===== config.mk =====
export PLATFORM = sky130hd
export DESIGN_NAME = amf_ram
export DESIGN_NICKNAME = d
export VERILOG_FILES = /design/src/rtl/assert_macros.svh /design/src/rtl/amf_ram.sv
export SDC_FILE = /design/constraint.sdc
export NUM_CORES = 2
export LEC_CHECK = 0
export BUFFER_PORTS_ARGS = -buffer_cell sky130_fd_sc_hd__buf_2
export CORE_MARGIN = 8
export CORE_UTILIZATION = 42
export DETAILED_ROUTE_END_ITERATION = 16
export REMOVE_ABC_BUFFERS = 1
export SLEW_MARGIN = 20
export SYNTH_ARGS = -nofsm -noshare
export SYNTH_HDL_FRONTEND = slang
export SYNTH_SLANG_ARGS = --single-unit

===== constraint.sdc =====
create_clock -name clk -period 2.3 [get_ports clk]
set_input_delay 0 -clock clk [delete_from_list [all_inputs] [get_ports clk]]
set_output_delay 0 -clock clk [all_outputs]
set_load 0.1 [all_outputs]

===== src/rtl/assert_macros.svh =====
// Assertion macros used by the filter core RTL.
`ifndef ASSERT_MACROS_SVH
`define ASSERT_MACROS_SVH
`ifndef SYNTH
`define AMF_ASSERT(lbl, expr) \
  lbl: assert property (@(posedge clk) disable iff (rst) (expr)) else $error("assertion failed");
`define AMF_ASSERT_IMP(lbl, ante, cons) \
  lbl: assert property (@(posedge clk) disable iff (rst) (ante) |-> (cons)) else $error("assertion failed");
`else
`define AMF_ASSERT(lbl, expr)
`define AMF_ASSERT_IMP(lbl, ante, cons)
`endif
`endif


===== src/rtl/amf_ram.sv =====
// Generic single-port-write RAM with registered read.
module amf_ram #(
  parameter int WIDTH = 8,
  parameter int DEPTH = 256
) (
  input  logic                     clk,
  input  logic                     we,
  input  logic [$clog2(DEPTH)-1:0] waddr,
  input  logic [WIDTH-1:0]         wdata,
  input  logic                     re,
  input  logic [$clog2(DEPTH)-1:0] raddr,
  output logic [WIDTH-1:0]         rdata
);

  logic [WIDTH-1:0] mem [DEPTH];

  always_ff @(posedge clk) begin
    if (we) begin
      mem[waddr] <= wdata;
    end
    if (re) begin
      rdata <= mem[raddr];
    end
  end

endmodule


======== After elaboration in Yosys (flattened, before gate mapping) ========
Memories as Yosys holds them, arrays and structs flattened. A register that Yosys moved wholly into a read port is not among the register bits.
Cells that the tools add are included.
Widths: inputs -> output; s select.
storage, ports and cells
  memories kept ........................... 1
  input bits .............................. 27
  output and inout port bits .............. 8
  register bits ........................... 0
  memory bits (writable) .................. 2048
memories
  memory  words  bits a word  rd ports  clocked after Yosys merged registers in  wr ports  RTL line       text
  mem     256    8            1         1                                        1         amf_ram.sv:15  logic [WIDTH-1:0] mem [DEPTH];
operators by class
  mux-type cells .......................... 2
operators with widths
  kind    number
  $mux 1  2

======== Depth between registers and ports, before layout ========
  word-level depth ........................ 2
  mapped depth ............................ 11
  mapped depth without buffers ............ 6

======== Worst setup path before layout ========
Ideal clock, no wire load.
  path type ............................... input to register
  start point ............................. input raddr[0]
  end point ............................... register rdata[2] (read register of mem), data pin
  path buffers ............................ 4
  library setup time ...................... 269 ps
  slack ................................... 224 ps
  required time ........................... 2031 ps
  stages on the path ...................... 9
  data arrival time ....................... 1807 ps
  path through ............................ buf_6 > buf_12 > buf_8 > buf_2 > mux4_2 > a22oi_1 > a21oi_1 > nor4_1 > nor4_2
RTL lines
  item             RTL line       text
  start, declared  amf_ram.sv:11  input logic [$clog2(DEPTH)-1:0] raddr,
  end, declared    amf_ram.sv:12  output logic [WIDTH-1:0] rdata

==> impl_results.md <==
- Yosys top cell area share: 0.775
- Synth warn: 0
- Dpl cells: 6,772
- Setup ws final: -0.135 ns
- Worst-skew pair later-pin latency: 0.84 ns
- Cts bufs inserted: 205
- Seq/Total Area, Yosys: 0.775
- DRT iter0 DRCs: 4,426
- Non-Filler Instances: 7,166
- Fin util: 0.501
- Layout fillers: 15,205
- Rel. slew slack: 0.408
- Pin count of the biggest net entering global routing: 90
- Reg-to-Reg Start: mem[195][5]$_DFFE_PP_
- Initial antenna violation count: 6
- FF-to-FF path depth: 7
- Top post-synthesis cells by count: edfxtp_1, mux4_2, nor2_1, mux2i_1, a22oi_1
- GRT Resource Usage Total: 0.198
- Die height: 451 µm
- WL final: 205,000 µm
- Critical path class: flop to flop
- Final hold slack: 0.129 ns
- Startpoint Class: flop
- Die area: 204,000 µm²
- CTS root buffer: clkbuf_16
- # port buffers: 34
- Cells after synthesis: 3,733
- Fin. Hold Viols: 0
- GR Overflow Total: 0
- Synth Flop Type: edfxtp_1
- Netlist cell types: 54
- Core area: 189,000 µm²
- DRT Pass-1 Iters: 6
- Final Cycle Share: 1.06
- FMAX: 411 MHz
- Post-DP Area: 88,200 µm²
- Pre-CTS WS: -0.859 ns
- Post-Syn Area: 79,600 µm²
- Yosys top cell by area: edfxtp_1
- Vias in the first global route: 41,497
- Layout cell share with drive strength beyond 1: 0.334
- Arrival time at the worst endpoint: 3.01 ns
- Layout Skew: 0.0366 ns
- H-Tree Depth: 4
- Max-cap viol count: 0
- First-pass GRT wire length: 296,000 µm
- VDD IR max: 0.756 mV
- CTS tree: done
- Max FO, Critical Path: 1
- Clock sinks: 2,056
- Top-count cell post-synth: edfxtp_1
- Failing checks: setup timing
- Drc violations: 0
- Clock-pin slew on the worst setup and hold paths: 0.06 ns
- WHS Path Cells: 7
- Design Area, Final: 95,000 µm²
- Worst Hold Class: input port to flop
- Ranking of synthesized cells by area: edfxtp_1, mux4_2, mux2i_1, nor2_1, a22oi_1
- Slew of the pin with the lowest slew margin: 0.885 ns
- Die Width: 451 µm
- Fraction of registers with async set/reset: 0
- Leakage power: 30.7 nW
- Hold Path Sink: rdata[3]$_DFFE_PP_
- Fin nets: 4,514
- Status: complete, but fails checks
- Syn avg cell area: 21.3 µm²
- Post-synth EDFFs: 2,056
- Setup violators final: 5
- HP Start: raddr[7]
- DP HPWL: 135,000 µm
- Wire per inst: 28.6 µm
- Antenna-violating nets left: 0
- Synthesized flop and latch total: 2,056
- GP Congestion: 0.848
- Vias post-DR: 40,639
- Tot Pwr: 77.2 mW
- Fin. max-slew vios: 0
- Reg2reg end: rdata[5]$_DFFE_PP_
- Required time of the worst setup path: 2.87 ns
- Fin crit period: 2.44 ns
- Std cell rows: 160
- Setup Total Neg Slack: -0.438 ns
- Clock tree buffer depth: 3
- PwrDens: 813 nW/µm²
- Setup crit end kind: flop
- Starting Density: 0.421
- Reg2reg setup slack: -0.14 ns
- Via density: 5.67
- I/O pin count: 35
- P&R area growth vs syn: 19.3%
- Unrepaired setup endpoints after global routing: true
-- worst max-delay path, stage by stage, from the launching register on --
cell and delay [ns]:
edfxtp_1 0.35, mux4_2 0.52, a22o_1 0.23, a221oi_2 0.27, o32ai_1 0.17, nor3_2 0.39
buf_4 0.20, nor4_2 0.05
-- power breakdown --
part / switching, mW / internal [mW] / leakage (nW)
Sequential: 0.0544 / 41.3 / 18.5
Clock: 14.0 / 17.2 / 3.04
Combinational: 2.76 / 1.85 / 9.17
-- layout make-up --
| type | instances | area [µm²] | share of cell area |
|---|---|---|---|
| clock buffer | 259 | 5380 | 0.0566 |
| multi-input combinational | 1442 | 16900 | 0.178 |
| timing repair buffer | 780 | 6940 | 0.0731 |
| sequential | 2056 | 61700 | 0.650 |
| inverter | 2 | 7.51 | 0.0000790 |
| tap | 2511 | 3140 | 0.0331 |
| antenna | 1 | 2.50 | 0.0000263 |
| clock inverter | 115 | 875 | 0.00921 |
-- cells in the final DEF, fill, tap and decap left out, drive strengths merged, types with 4 or more instances in the layout --
cell type	Yosys	layout
clkbuf	111	259
nand2b	8	8
o221ai	47	47
and2	6	6
o211ai	10	10
bufinv	0	6
nor4	27	27
o32ai	5	5
a21oi	96	96
a221oi	14	14
o22ai	28	28
a22oi	133	133
nand2	33	33
clkinvlp	0	4
dlygate4sd3	0	20
inv	1	7
a2111oi	5	5
or2	4	4
nand3	34	34
a22o	8	8
clkinv	1	100
nor2b	31	31
nor2	282	282
buf	122	760
mux4	456	456
a211oi	16	16
nor3	22	22
nand4	10	10
o21ai	12	12
mux2i	134	134
edfxtp	2056	2056
o22a	5	5
-- worst max-delay path by stage --
stage,startpoint,to,slack [ns],cells past startpoint
after global routing,mem[27][3]$_DFFE_PP_,rdata[3]$_DFFE_PP_,-0.18,8
after global placement,raddr[0],rdata[2]$_DFFE_PP_,-0.87,9
after floorplan,raddr[2],rdata[6]$_DFFE_PP_,-0.19,6
after detailed placement,raddr[0],rdata[5]$_DFFE_PP_,-0.86,12
after CTS,mem[27][3]$_DFFE_PP_,rdata[3]$_DFFE_PP_,-0.16,8
final,mem[195][5]$_DFFE_PP_,rdata[5]$_DFFE_PP_,-0.14,7
-- repair_timing --
action,in CTS,in global routing
hold buffers,20,0
pin swaps,17,14
hold endpoints to repair,2328,0
setup buffers,0,0
setup endpoints to repair,8,7
gates resized for setup,53,13
-- cell families after synthesis --
group	count (synthesis)	share of synthesized area
buffers and inverters	235	0.0183
muxes	591	0.146
AOI/OAI and AO/OA	385	0.0342
DFF	2056	0.775
and+or+nand+nor	466	0.0263
-- sequential cells by signal, indices dropped and copies added, names as in the netlist --
register,count
mem,2048
rdata,8
-- metal layers --
layer  routed length [µm]  track usage
met1                84700        0.273
met2               102000        0.332
met3                13400       0.0308
met4                 5380       0.0523
met5                    0            0
No activity file was read; power rests on OpenSTA's default activity.
